## src/assert_macros.svh

```systemverilog
// Assertion helpers. Both need clk_i in the enclosing module; ASSERT_CLK also needs rst_ni.
`ifndef ASSERT_MACROS_SVH
`define ASSERT_MACROS_SVH

`ifndef SYNTHESIS

// Checked on every rising clock edge while reset is released.
`define ASSERT_CLK(label, prop) \
  label: assert property (@(posedge clk_i) disable iff (!rst_ni) (prop)) \
    else $error("assertion failed");

// Checked on every rising clock edge, also during reset.
`define ASSERT_ALWAYS(label, prop) \
  label: assert property (@(posedge clk_i) (prop)) \
    else $error("assertion failed");

`else

`define ASSERT_CLK(label, prop)
`define ASSERT_ALWAYS(label, prop)

`endif

`endif

```

## src/dfrne_pkg.sv

```systemverilog
package dfrne_pkg;

  // Input sample format.
  localparam int SampleW    = 16;
  localparam int SampleBits = 16;
  localparam logic [SampleW-1:0] SampleMask = SampleW'((1 << SampleBits) - 1);

  // Capacity and accumulator widths.
  localparam int MaxPixels = 16777216;
  localparam int CountW    = 25;
  localparam int DiffW     = SampleBits + 1;
  localparam int SqW       = 2 * SampleBits;
  localparam int SumW      = 41;
  localparam int SqSumW    = 57;

  // Back end arithmetic widths.
  localparam int ProdW   = CountW + SqSumW;
  localparam int ShiftQ  = 15;
  localparam int XW      = ProdW + ShiftQ + 1;
  localparam int RootW   = XW / 2;
  localparam int RemW    = RootW + 3;
  localparam int NoiseW  = 24;
  localparam int CntW    = $clog2(RootW + 1);

  localparam int MulSteps  = SumW;
  localparam int SqrtSteps = RootW;
  localparam int DivSteps  = RootW;

  localparam int FifoDepth = 2;
  localparam int PtrW      = $clog2(FifoDepth);

  // Snapshot of one frame's accumulators, handed from front to back.
  typedef struct packed {
    logic signed [SumW-1:0] diff_sum;
    logic [SqSumW-1:0]      square_sum;
    logic [CountW-1:0]      pair_count;
    logic                   dropped;
  } frame_stats_t;

  typedef struct packed {
    logic [NoiseW-1:0] noise_est;
    logic [CountW-1:0] pixels_used;
    logic              overflow;
  } result_t;

endpackage

```

## src/dfrne_front.sv

```systemverilog
`include "assert_macros.svh"

module dfrne_front (
  input  logic                         clk_i,
  input  logic                         rst_ni,
  input  logic                         in_valid_i,
  output logic                         in_ready_o,
  input  logic [dfrne_pkg::SampleW-1:0] a_i,
  input  logic [dfrne_pkg::SampleW-1:0] b_i,
  input  logic                         last_i,
  output logic                         stats_valid_o,
  input  logic                         stats_ready_i,
  output dfrne_pkg::frame_stats_t      stats_o
);
  import dfrne_pkg::*;

  logic [SampleW-1:0]     a_m, b_m;
  logic signed [DiffW-1:0] diff;
  logic [DiffW-1:0]       mag_w;
  logic [SampleBits-1:0]  mag;
  logic [SqW-1:0]         sq;

  logic                   p_vld_q;
  logic                   p_last_q;
  logic signed [DiffW-1:0] p_diff_q;
  logic [SqW-1:0]         p_sq_q;
  logic                   p_go;
  logic                   room;

  logic signed [SumW-1:0] sum_q, sum_nx;
  logic [SqSumW-1:0]      sqsum_q, sqsum_nx;
  logic [CountW-1:0]      count_q, count_nx;
  logic                   drop_q, drop_nx;

  // First stage: difference and its square.
  always_comb begin
    a_m   = a_i & SampleMask;
    b_m   = b_i & SampleMask;
    diff  = $signed({1'b0, a_m[SampleBits-1:0]}) - $signed({1'b0, b_m[SampleBits-1:0]});
    mag_w = diff[DiffW-1] ? (~diff + DiffW'(1)) : diff;
    mag   = mag_w[SampleBits-1:0];
    sq    = mag * mag;
  end

  // The second stage only stalls on a frame end when the queue is full.
  assign p_go       = p_vld_q && (!p_last_q || stats_ready_i);
  assign in_ready_o = !p_vld_q || p_go;

  always_ff @(posedge clk_i or negedge rst_ni) begin
    if (!rst_ni) begin
      p_vld_q <= 1'b0;
    end else if (in_ready_o) begin
      p_vld_q <= in_valid_i;
    end
  end

  always_ff @(posedge clk_i) begin
    if (in_ready_o && in_valid_i) begin
      p_last_q <= last_i;
      p_diff_q <= diff;
      p_sq_q   <= sq;
    end
  end

  always_comb begin
    room     = count_q < CountW'(MaxPixels);
    sum_nx   = sum_q;
    sqsum_nx = sqsum_q;
    count_nx = count_q;
    drop_nx  = drop_q;
    if (room) begin
      sum_nx   = sum_q + {{(SumW-DiffW){p_diff_q[DiffW-1]}}, p_diff_q};
      sqsum_nx = sqsum_q + {{(SqSumW-SqW){1'b0}}, p_sq_q};
      count_nx = count_q + CountW'(1);
    end else begin
      drop_nx  = 1'b1;
    end
  end

  assign stats_valid_o       = p_vld_q && p_last_q;
  assign stats_o.diff_sum    = sum_nx;
  assign stats_o.square_sum  = sqsum_nx;
  assign stats_o.pair_count  = count_nx;
  assign stats_o.dropped     = drop_nx;

  always_ff @(posedge clk_i or negedge rst_ni) begin
    if (!rst_ni) begin
      sum_q   <= '0;
      sqsum_q <= '0;
      count_q <= '0;
      drop_q  <= 1'b0;
    end else if (p_go) begin
      if (p_last_q) begin
        sum_q   <= '0;
        sqsum_q <= '0;
        count_q <= '0;
        drop_q  <= 1'b0;
      end else begin
        sum_q   <= sum_nx;
        sqsum_q <= sqsum_nx;
        count_q <= count_nx;
        drop_q  <= drop_nx;
      end
    end
  end

  `ASSERT_CLK(count_within_capacity, count_q <= CountW'(MaxPixels))
  `ASSERT_CLK(frame_end_cleared, (p_go && p_last_q) |=> (count_q == '0 && !drop_q))

endmodule

```

## src/dfrne_fifo.sv

```systemverilog
`include "assert_macros.svh"

module dfrne_fifo (
  input  logic                    clk_i,
  input  logic                    rst_ni,
  input  logic                    push_valid_i,
  output logic                    push_ready_o,
  input  dfrne_pkg::frame_stats_t push_data_i,
  output logic                    pop_valid_o,
  input  logic                    pop_ready_i,
  output dfrne_pkg::frame_stats_t pop_data_o
);
  import dfrne_pkg::*;

  localparam int CntBits = $clog2(FifoDepth + 1);

  frame_stats_t        mem_q [FifoDepth];
  logic [PtrW-1:0]     wr_ptr_q, rd_ptr_q;
  logic [CntBits-1:0]  cnt_q;
  logic                do_push, do_pop;

  assign push_ready_o = cnt_q != CntBits'(FifoDepth);
  assign pop_valid_o  = cnt_q != '0;
  assign pop_data_o   = mem_q[rd_ptr_q];
  assign do_push      = push_valid_i && push_ready_o;
  assign do_pop       = pop_valid_o && pop_ready_i;

  always_ff @(posedge clk_i) begin
    if (do_push) begin
      mem_q[wr_ptr_q] <= push_data_i;
    end
  end

  always_ff @(posedge clk_i or negedge rst_ni) begin
    if (!rst_ni) begin
      wr_ptr_q <= '0;
      rd_ptr_q <= '0;
      cnt_q    <= '0;
    end else begin
      if (do_push) begin
        wr_ptr_q <= wr_ptr_q + PtrW'(1);
      end
      if (do_pop) begin
        rd_ptr_q <= rd_ptr_q + PtrW'(1);
      end
      if (do_push && !do_pop) begin
        cnt_q <= cnt_q + CntBits'(1);
      end else if (do_pop && !do_push) begin
        cnt_q <= cnt_q - CntBits'(1);
      end
    end
  end

  `ASSERT_CLK(fifo_count_bounded, cnt_q <= CntBits'(FifoDepth))

endmodule

```

## src/dfrne_back.sv

```systemverilog
`include "assert_macros.svh"

module dfrne_back (
  input  logic                    clk_i,
  input  logic                    rst_ni,
  input  logic                    stats_valid_i,
  output logic                    stats_ready_o,
  input  dfrne_pkg::frame_stats_t stats_i,
  output logic                    res_valid_o,
  input  logic                    res_ready_i,
  output dfrne_pkg::result_t      res_o
);
  import dfrne_pkg::*;

  localparam logic [2:0] StIdle = 3'd0;
  localparam logic [2:0] StMul  = 3'd1;
  localparam logic [2:0] StSub  = 3'd2;
  localparam logic [2:0] StSqrt = 3'd3;
  localparam logic [2:0] StDiv  = 3'd4;
  localparam logic [2:0] StDone = 3'd5;

  logic [2:0]         state_q;
  logic [CntW-1:0]    cnt_q;

  logic [CountW-1:0]  n_q;
  logic               drop_q;

  // Shift-and-add multipliers for n*Q and S*S.
  logic [ProdW-1:0]   nq_q, ss_q, mc_nq_q, mc_ss_q;
  logic [CountW-1:0]  mp_n_q;
  logic [SumW-1:0]    mp_s_q;
  logic [SumW-1:0]    smag;

  // Restoring square root, two radicand bits per step.
  logic [XW-1:0]      x_q;
  logic [RemW-1:0]    rem_q, rem_sh, trial;
  logic [RootW-1:0]   root_q;

  // Restoring division of the root by n.
  logic [RootW-1:0]   dvd_q, quo_q;
  logic [CountW-1:0]  drem_q;
  logic [CountW:0]    drem_sh;

  logic [ProdW-1:0]   var_v;
  logic [NoiseW-1:0]  noise;

  logic               out_vld_q;
  result_t            out_q;

  assign stats_ready_o = state_q == StIdle;

  always_comb begin
    smag    = stats_i.diff_sum[SumW-1] ? (~stats_i.diff_sum + SumW'(1))
                                       : stats_i.diff_sum;
    var_v   = (nq_q >= ss_q) ? (nq_q - ss_q) : '0;
    rem_sh  = {rem_q[RemW-3:0], x_q[XW-1:XW-2]};
    trial   = {{(RemW-RootW-2){1'b0}}, root_q, 2'b01};
    drem_sh = {drem_q, dvd_q[RootW-1]};
    if (n_q == '0) begin
      noise = '0;
    end else if (quo_q > RootW'({NoiseW{1'b1}})) begin
      noise = '1;
    end else begin
      noise = quo_q[NoiseW-1:0];
    end
  end

  always_ff @(posedge clk_i or negedge rst_ni) begin
    if (!rst_ni) begin
      state_q   <= StIdle;
      cnt_q     <= '0;
      out_vld_q <= 1'b0;
    end else begin
      if (out_vld_q && res_ready_i && state_q != StDone) begin
        out_vld_q <= 1'b0;
      end
      case (state_q)
        StIdle: begin
          if (stats_valid_i) begin
            state_q <= StMul;
            cnt_q   <= '0;
          end
        end
        StMul: begin
          cnt_q <= cnt_q + CntW'(1);
          if (cnt_q == CntW'(MulSteps - 1)) begin
            state_q <= StSub;
          end
        end
        StSub: begin
          state_q <= StSqrt;
          cnt_q   <= '0;
        end
        StSqrt: begin
          if (cnt_q == CntW'(SqrtSteps - 1)) begin
            state_q <= StDiv;
            cnt_q   <= '0;
          end else begin
            cnt_q <= cnt_q + CntW'(1);
          end
        end
        StDiv: begin
          cnt_q <= cnt_q + CntW'(1);
          if (cnt_q == CntW'(DivSteps - 1)) begin
            state_q <= StDone;
          end
        end
        StDone: begin
          if (!out_vld_q || res_ready_i) begin
            out_vld_q <= 1'b1;
            state_q   <= StIdle;
          end
        end
        default: begin
          state_q <= StIdle;
        end
      endcase
    end
  end

  always_ff @(posedge clk_i) begin
    case (state_q)
      StIdle: begin
        if (stats_valid_i) begin
          n_q     <= stats_i.pair_count;
          drop_q  <= stats_i.dropped;
          nq_q    <= '0;
          ss_q    <= '0;
          mc_nq_q <= {{(ProdW-SqSumW){1'b0}}, stats_i.square_sum};
          mc_ss_q <= {{(ProdW-SumW){1'b0}}, smag};
          mp_n_q  <= stats_i.pair_count;
          mp_s_q  <= smag;
        end
      end
      StMul: begin
        if (mp_n_q[0]) begin
          nq_q <= nq_q + mc_nq_q;
        end
        if (mp_s_q[0]) begin
          ss_q <= ss_q + mc_ss_q;
        end
        mc_nq_q <= {mc_nq_q[ProdW-2:0], 1'b0};
        mc_ss_q <= {mc_ss_q[ProdW-2:0], 1'b0};
        mp_n_q  <= mp_n_q >> 1;
        mp_s_q  <= mp_s_q >> 1;
      end
      StSub: begin
        x_q    <= {{(XW-ProdW-ShiftQ){1'b0}}, var_v, {ShiftQ{1'b0}}};
        rem_q  <= '0;
        root_q <= '0;
      end
      StSqrt: begin
        x_q <= {x_q[XW-3:0], 2'b00};
        if (rem_sh >= trial) begin
          rem_q  <= rem_sh - trial;
          root_q <= {root_q[RootW-2:0], 1'b1};
        end else begin
          rem_q  <= rem_sh;
          root_q <= {root_q[RootW-2:0], 1'b0};
        end
        if (cnt_q == CntW'(SqrtSteps - 1)) begin
          drem_q <= '0;
          quo_q  <= '0;
          if (rem_sh >= trial) begin
            dvd_q <= {root_q[RootW-2:0], 1'b1};
          end else begin
            dvd_q <= {root_q[RootW-2:0], 1'b0};
          end
        end
      end
      StDiv: begin
        dvd_q <= {dvd_q[RootW-2:0], 1'b0};
        if (drem_sh >= {1'b0, n_q}) begin
          drem_q <= CountW'(drem_sh - {1'b0, n_q});
          quo_q  <= {quo_q[RootW-2:0], 1'b1};
        end else begin
          drem_q <= drem_sh[CountW-1:0];
          quo_q  <= {quo_q[RootW-2:0], 1'b0};
        end
      end
      StDone: begin
        if (!out_vld_q || res_ready_i) begin
          out_q.noise_est   <= noise;
          out_q.pixels_used <= n_q;
          out_q.overflow    <= drop_q;
        end
      end
      default: begin
      end
    endcase
  end

  assign res_valid_o = out_vld_q;
  assign res_o       = out_q;

  `ASSERT_CLK(result_loaded_from_done, $rose(out_vld_q) |-> $past(state_q) == StDone)
  `ASSERT_CLK(sqrt_remainder_bounded, (state_q == StSqrt) |-> rem_q <= {root_q, 1'b0})
  `ASSERT_CLK(div_remainder_bounded, (state_q == StDiv && n_q != '0) |-> drem_q < n_q)
  `ASSERT_ALWAYS(no_pop_while_busy, (state_q != StIdle) |-> !stats_ready_o)

endmodule

```

## src/dark_frame_read_noise_estimator.sv

```systemverilog
// Throughput: one pixel pair per cycle; a frame end stalls the input only while two
// finished frames already wait in the queue.
// Result path: the last pair goes through the queue write, back-end load, 41 multiply,
// 1 subtract, 49 square-root and 49 divide steps, then the output register.
// Reset: asynchronous, active low; clears the accumulators, queue and output.
module dark_frame_read_noise_estimator (
  input  logic        clk_i,
  input  logic        rst_ni,
  input  logic        s_axis_tvalid,
  output logic        s_axis_tready,
  input  logic [31:0] s_axis_tdata,  // dark_a_sample[15:0], dark_b_sample[31:16]
  input  logic        s_axis_tlast,  // last_pixel
  output logic        m_axis_tvalid,
  input  logic        m_axis_tready,
  output logic [55:0] m_axis_tdata,  // noise_est[23:0], pixels_used[48:24], zero
  output logic        m_axis_tuser   // overflow
);
  import dfrne_pkg::*;

  logic         push_valid, push_ready;
  frame_stats_t push_data;
  logic         pop_valid, pop_ready;
  frame_stats_t pop_data;
  result_t      res;

  dfrne_front u_front (
    .clk_i         (clk_i),
    .rst_ni        (rst_ni),
    .in_valid_i    (s_axis_tvalid),
    .in_ready_o    (s_axis_tready),
    .a_i           (s_axis_tdata[SampleW-1:0]),
    .b_i           (s_axis_tdata[2*SampleW-1:SampleW]),
    .last_i        (s_axis_tlast),
    .stats_valid_o (push_valid),
    .stats_ready_i (push_ready),
    .stats_o       (push_data)
  );

  dfrne_fifo u_fifo (
    .clk_i        (clk_i),
    .rst_ni       (rst_ni),
    .push_valid_i (push_valid),
    .push_ready_o (push_ready),
    .push_data_i  (push_data),
    .pop_valid_o  (pop_valid),
    .pop_ready_i  (pop_ready),
    .pop_data_o   (pop_data)
  );

  dfrne_back u_back (
    .clk_i         (clk_i),
    .rst_ni        (rst_ni),
    .stats_valid_i (pop_valid),
    .stats_ready_o (pop_ready),
    .stats_i       (pop_data),
    .res_valid_o   (m_axis_tvalid),
    .res_ready_i   (m_axis_tready),
    .res_o         (res)
  );

  assign m_axis_tdata = {{(56-NoiseW-CountW){1'b0}}, res.pixels_used, res.noise_est};
  assign m_axis_tuser = res.overflow;

endmodule

```

## config.mk

```make
export PLATFORM = sky130hd
export DESIGN_NAME = dark_frame_read_noise_estimator
export DESIGN_NICKNAME = d
export VERILOG_FILES = /design/src/dfrne_pkg.sv /design/src/dfrne_front.sv /design/src/dfrne_fifo.sv /design/src/dfrne_back.sv /design/src/dark_frame_read_noise_estimator.sv
export VERILOG_INCLUDE_DIRS = /design/src /design/src/src
export SDC_FILE = /design/constraint.sdc
export NUM_CORES = 2
export LEC_CHECK = 0
export BUFFER_PORTS_ARGS = -buffer_cell sky130_fd_sc_hd__buf_2
export CAP_MARGIN = 20
export CORE_ASPECT_RATIO = 0.6
export CORE_MARGIN = 8
export CORE_UTILIZATION = 42
export DETAILED_ROUTE_END_ITERATION = 8
export REMOVE_ABC_BUFFERS = 1
export SKIP_LAST_GASP = 1
export SYNTH_ARGS = -nofsm -noshare
export SYNTH_HDL_FRONTEND = slang
export SYNTH_HIERARCHICAL = 1
export SYNTH_SLANG_ARGS = --single-unit
```

## constraint.sdc

```tcl
create_clock -name clk_i -period 13 [get_ports clk_i]
set_input_delay 1.95 -clock clk_i [delete_from_list [all_inputs] [get_ports clk_i]]
set_output_delay 1.95 -clock clk_i [all_outputs]
set_load 0.03 [all_outputs]
```

# Word-level counts from Yosys, hierarchy flattened
# Memories as Yosys holds them, arrays and structs flattened.
# Cells that the tools add are included.
# W data, S select, Z words.
[totals]
ff_bits = 979
ramBits = 248
input_bits = 37
output_inout_bits = 59
elab_cells = 160
memories = 1
[classes]
addsub = 16
n_mul = 1
n_lt_le_gt_ge = 5
eq_ne = 16
mux = 54
bitwise = 2
n_reduce_logical = 34
[memory_table]
columns = ["name", "depth", "width", "read_ports", "rd_ports_with_merged_regs", "wr", "line", "text"]
rows = [
  ["u_fifo.mem_q", 2, 124, 1, 0, 1, "dfrne_fifo.sv:17", "frame_stats_t mem_q [FifoDepth];"],
]
[op_table]
columns = ["cell", "count"]
rows = [
  ["$pmux W82 S2", 4],
  ["$mux W82", 6],
  ["$pmux W49 S2", 3],
  ["$pmux W98 S2", 1],
  ["$add A82 B82 Y82", 2],
  ["$mux W41", 4],
  ["$mux W25", 5],
  ["$mux W57", 2],
  ["$pmux W25 S2", 2],
  ["$pmux W50 S2", 1],
  ["$mux W49", 2],
  ["$ge A82 B82 Y1", 1],
  ["$pmux W41 S2", 1],
  ["$sub A82 B82 Y82", 1],
  ["$add A57 B32 Y57", 1],
  ["$ge A52 B51 Y1", 1],
  ["$mux W50", 1],
  ["$sub A50 B50 Y50", 1],
  ["$gt A49 B24 Y1 const B", 1],
  ["$add A41 B2 Y41 const B", 1],
  ["$add A41 B41 Y41", 1],
  ["$not A41 Y41", 1],
  ["$mul A16 B16 Y32", 1],
  ["$ge A26 B25 Y1", 1],
  ["other kinds (36)", 83],
]

# Depth between registers and ports, before layout
[logic_depth]
ltp_word = 6
mapped_depth = 39

# Modules after synthesis
# Netlist, hierarchy kept.
[modules_own_cells]
columns = ["mod", "n_inst", "cells_each", "area_per_inst_um2"]
rows = [
  ["dfrne_back", 1, 5157, 49952.9],
  ["dfrne_front", 1, 2334, 20365.8],
  ["dfrne_fifo", 1, 404, 9339.0],
  ["dark_frame_read_noise_estimator", 1, 8, 56.3],
]

# Worst setup path after synthesis
# Ideal clock, no wire load.
[synth_timing]
kind = "reg2reg"
from = "register u_back.state_q[2]"
to = "register u_back.drem_q[0] (enable)"
setup_time_ns = 0.486
t_arrival_ns = 12.541
t_required_ns = 12.514
setup_slack_ns = -0.027
path_stages_with_launch = 8
n_path_buf = 3
path_cell_list = "dfrtp_1 -> nor2b_1 -> and2_0 -> clkbuf_1 -> clkbuf_1 -> buf_1 -> nand2_1 -> nand2_1"
[synth_via]
elab_chain_len = 3
word_cells_on_any_way = 5
classes_between = "eq/ne (3); reduce/logical (2)"
[synth_rtl]
columns = ["element", "line", "text"]
rows = [
  ["start, declared", "dfrne_back.sv:22", "logic [2:0] state_q;"],
  ["start signal, assigned", "dfrne_back.sv:70", "state_q <= StIdle;"],
  ["start signal, assigned", "dfrne_back.sv:80", "state_q <= StMul;"],
  ["start signal, assigned", "dfrne_back.sv:87", "state_q <= StSub;"],
  ["$eq A3 B2 Y1 / $eq A3 B3 Y1 (equally long branches)", "dfrne_back.sv:122", "case (state_q)"],
  ["$ne A2 B1 Y1 (no line) / $reduce_bool A2 Y1 (equally long branches)", "--", ""],
  ["$reduce_and A2 Y1 (no line) (*)", "--", ""],
  ["end signal, assigned", "dfrne_back.sv:174", "drem_q <= CountW'(drem_sh - {1'b0, n_q});"],
  ["end signal, assigned", "dfrne_back.sv:177", "drem_q <= drem_sh[CountW-1:0];"],
  ["end, declared", "dfrne_back.sv:41", "logic [CountW-1:0] drem_q;"],
]
# Mark *: on every way between the ends. The rest lies on a longest branch, timed or not.
# A chain may end at the register's enable or synchronous reset.

# Worst setup path after layout
[layout_timing]
from = "input port s_axis_tdata[0]"
to = "register u_front.p_sq_q[31], data pin"
[layout_via]
word_cells_on_any_way = 5
classes_between = "add/sub (2); mul (1); mux (1); bitwise (1)"
[layout_rtl]
columns = ["element", "line", "text"]
rows = [
  ["start, declared", "dark_frame_read_noise_estimator.sv:11", "input logic [31:0] s_axis_tdata,"],
  ["$sub A16 B16 Y17", "dfrne_front.sv:39", "diff = $signed({1'b0, a_m[SampleBits-1:0]}) - $signed({1'b0, b_m[SampleBits-1:0]});"],
  ["net u_front.diff[16]", "dfrne_front.sv:18", "logic signed [DiffW-1:0] diff;"],
  ["$mux W16", "dfrne_front.sv:40", "mag_w = diff[DiffW-1] ? (~diff + DiffW'(1)) : diff;"],
  ["$mul A16 B16 Y32", "dfrne_front.sv:42", "sq = mag * mag;"],
  ["net u_front.sq[31]", "dfrne_front.sv:21", "logic [SqW-1:0] sq;"],
  ["end signal, assigned", "dfrne_front.sv:61", "p_sq_q <= sq;"],
  ["end, declared", "dfrne_front.sv:26", "logic [SqW-1:0] p_sq_q;"],
]
# The timed path passes the listed nets, and every way through them passes these cells.

==> flow_metrics.py <==
metrics = {
    "clock_network": {
        "clock_latency_ns": 0.74,
        "postCtsSetupRepairBufs": 0,
        "cts.htree.levels": 3,
        "hold_buffers": 0,
        "clock-sinks": 1210,
        "cts_tree": "done",
        "cts-resized-gates": 0,
        "cts_buffer_depth": 3,
        "cts_root_buf": "clkbuf_16",
        "clkTransAtPathRegs_ns": 0.06,
        "cts_buffers": 120,
    },
    "sta": {
        "max-slew-margin-rel_pct": 21.9,
        "min_period_ns": 11.23,
        "whs_ns": 0.446,
        "tightest_slew_ns": 1.17,
        "fmax_mhz": 89.0,
        "setup_viol": 0,
        "finClkSkew_ns": 0.0743,
        "rsz0062_at_grt": "false",
        "fin_crit_sh_pct": 86.4,
        "hold_viol_final": 0,
        "setup_slack_ns": 1.77,
        "slew_violations": 0,
    },
    "critical_path": {
        "cp-start-kind": "input port",
        "crit_path_end_kind": "flip-flop",
        "r2r_cells": 9,
        "reg2reg_slack_ns": 7.70,
        "r2r-start": "u_fifo/rd_ptr_q$_DFFE_PN0P_",
        "timing.critical_path.buf_inv": 6,
        "cpPeakStageDelay_ns": 0.66,
        "crit_top_cell": "fa_1",
        "cp.arrival_ns": 11.72,
        "critical_path_class": "input port to flip-flop",
        "cp.required_ns": 13.49,
        "regToRegEndpoint": "u_back/mp_s_q[40]$_SDFFCE_PP0P_",
        "critPathSlowestCell": "xor2_1",
        "cp_top_family": "compound AO/OA/AOI/OAI gates",
        "crit_fanout": 11,
    },
    "logic_synthesis": {
        "synth_area_mm2": 0.0797,
        "ys_ff_latch": 1210,
        "yosys_most_used_dff": "edfxtp_1",
        "synthArstFlopShare_pct": 11.5,
        "synthesis.instances": 7903,
        "yosysUniqueCellTypes": 102,
        "synth_edf_count": 1071,
        "ys_warn_count": 6,
        "ys_seq_area_share_pct": 44.7,
        "avgSynthCellArea_um2": 10.1,
    },
    "final_layout": {
        "finalNetCount": 8534,
        "drive_above_1_share_pct": 7.37,
        "design_area_mm2": 0.0867,
        "syn_to_final_growth_pct": 8.71,
        "final_common_cell": "edfxtp_1",
        "final_cell_mix": "1071 x edfxtp_1, 971 x nand2_1, 559 x inv_1",
        "final_util_pct": 45.7,
    },
    "global_routing": {
        "grt_use_total_pct": 20.7,
        "grt_start_max_net_pins": 149,
        "grt_pass1_vias": 55259,
        "grt_first_pass_wirelength_um": 337000,
        "antenna_found_initial": 3,
        "grt_overflow": 0,
    },
    "die": {
        "coreArea_mm2": 0.190,
        "initial_core_util_pct": 42.0,
        "fp.dieH_um": 353,
        "io_pins": 96,
        "row_count": 124,
        "die_w_um": 578,
        "die_area_mm2": 0.204,
    },
    "detailed_routing": {
        "vias": 59585,
        "wl_per_cell_um": 20.9,
        "wirelength_um": 219000,
        "first_pass_iters": 6,
        "viasPerCell": 5.70,
        "postRouteAntennaNets": 0,
        "post-route-drc-count": 0,
        "drtIter0Drc": 6667,
    },
    "hold_path": {
        "hold_path_depth": 0,
        "hold_start": "u_back/drop_q$_DFFE_PP_",
        "hold_class": "flip-flop to flip-flop",
        "holdPathEnd": "u_back/res_o[0]$_DFFE_PP_",
    },
    "placement": {
        "dpl.hpwl_um": 165000,
        "dpl-instance-area_mm2": 0.0825,
        "post-place-ws_ns": 1.22,
        "numPortBuffers": 88,
        "gp_congestion": 0.921,
    },
    "flow_run": {
        "max-cap-violations": 0,
    },
    "outcome": {
        "status": "finished clean",
    },
}
-- final cells by class --
| type | instances | area [um2] |
|---|---|---|
| Clock buffer | 155 | 3240 |
| Multi-Input combinational cell | 5769 | 40600 |
| Antenna cell | 1 | 2.50 |
| Clock inverter | 75 | 846 |
| Tap cell | 2520 | 3150 |
| Fill cell | 17826 | 103000 |
| Sequential cell | 1210 | 35600 |
| Inverter | 569 | 2140 |
| Timing Repair Buffer | 148 | 995 |
-- kinds of logic (layout without fill, tap and decap cells) --
kind of cell / Yosys count / count (layout) / share of synthesized area [%]
muxes: 179 / 179 / 2.70
xor gates and xnor gates: 471 / 471 / 5.23
DFF: 1210 / 1210 / 44.7
buffers and inverters: 930 / 947 / 4.53
other: 1 / 8 / 0.00470
AOI/OAI and AO/OA: 2060 / 2060 / 16.9
and+or+nand+nor: 2373 / 2373 / 13.6
adders and majority gates: 679 / 679 / 12.3
-- through the flow --
| step | TNS (ns) | std cells |
|---|---|---|
| 2_1_floorplan | -1564.55 | 7548 |
| 3_3_place_gp | 0 | 10212 |
| 6_report | 0 | 10447 |
| 4_1_cts | 0 | 10443 |
| 5_1_grt | 0 | 10446 |
| 3_5_place_dp | 0 | 10213 |
-- cell usage after synthesis (16+ instances only) --
cell | instances | share of area [%]
mux2_4 | 50 | 0.94
nor2b_1 | 53 | 0.42
or2_2 | 20 | 0.16
o221ai_1 | 21 | 0.23
and3_1 | 58 | 0.46
o31ai_1 | 48 | 0.45
o211ai_1 | 35 | 0.33
nand2b_1 | 46 | 0.36
and2_1 | 158 | 1.2
fa_1 | 170 | 4.3
mux2i_1 | 42 | 0.53
dfrtp_1 | 139 | 4.4
buf_2 | 19 | 0.12
or3_1 | 40 | 0.31
clkbuf_1 | 309 | 1.5
nand4_1 | 116 | 0.91
o21bai_1 | 83 | 0.78
mux2_2 | 87 | 1.2
ha_1 | 509 | 8.0
o41ai_1 | 21 | 0.23
nor4_1 | 39 | 0.31
a31oi_1 | 65 | 0.51
o21ai_0 | 445 | 2.8
a22o_1 | 131 | 1.4
nand2_1 | 976 | 4.6
a21boi_0 | 25 | 0.24
a31o_2 | 16 | 0.18
nand3_1 | 127 | 0.80
a311oi_1 | 16 | 0.18
a41oi_1 | 18 | 0.20
xor2_1 | 180 | 2.0
xnor2_1 | 285 | 3.1
a21oi_1 | 548 | 3.4
edfxtp_1 | 1071 | 40
nor2_1 | 559 | 2.6
nor3_1 | 112 | 0.70
a211oi_1 | 47 | 0.44
inv_1 | 559 | 2.6
a21o_1 | 262 | 2.5
a221oi_1 | 17 | 0.19
o21a_1 | 133 | 1.3
-- layer usage --
layer | GRT usage (%) | vias up | wire length (um) | share of wire (%)
met5 | 0 | - | 17 | 0.0078
li1 | - | 28340 | - | -
met4 | 3.52 | 2 | 3570 | 1.6
met3 | 4.10 | 204 | 19200 | 8.8
met1 | 36.6 | 28915 | 120000 | 55
met2 | 24.9 | 2124 | 75700 | 35
-- state kept, by name, summed over array words and instances (netlist names), 50 cells and up --
| name | flops |
|---|---|
| u_back/nq_q | 82 |
| u_back/mc_nq_q | 82 |
| u_back/mc_ss_q | 82 |
| u_back/ss_q | 82 |
| u_fifo/mem_q | 248 |
| u_front/sqsum_q | 57 |
| u_back/x_q | 83 |
| u_back/rem_q | 50 |
| u_back/res_o | 50 |
-- worst reg2reg max path: cells and delay by family (launching register included) --
| kind | cells | cell delay (ns) |
|---|---|---|
| mux | 1 | 0.49 |
| flops | 1 | 0.77 |
| simple gates | 8 | 3.73 |
-- how the worst max path moves through the flow --
stage	start	end	slack, ns	depth (start not counted)
finish	s_axis_tdata[0]	u_front/p_sq_q[31]$_DFFE_PP_	1.77	33
global route	s_axis_tdata[0]	u_front/p_sq_q[31]$_DFFE_PP_	1.15	36
CTS	s_axis_tdata[0]	u_front/p_sq_q[30]$_DFFE_PP_	2.02	36
floorplan	u_back/state_q[0]$_DFFE_PN0P_	u_back/mc_nq_q[0]$_SDFFCE_PP0P_	-4.58	3
detailed placement	s_axis_tdata[0]	u_front/p_sq_q[30]$_DFFE_PP_	1.22	36
global placement	s_axis_tdata[0]	u_front/p_sq_q[28]$_DFFE_PP_	1.46	36
Power is not shown: default switching activity piles up to over one toggle a cycle in this logic, so the estimate is an artifact.
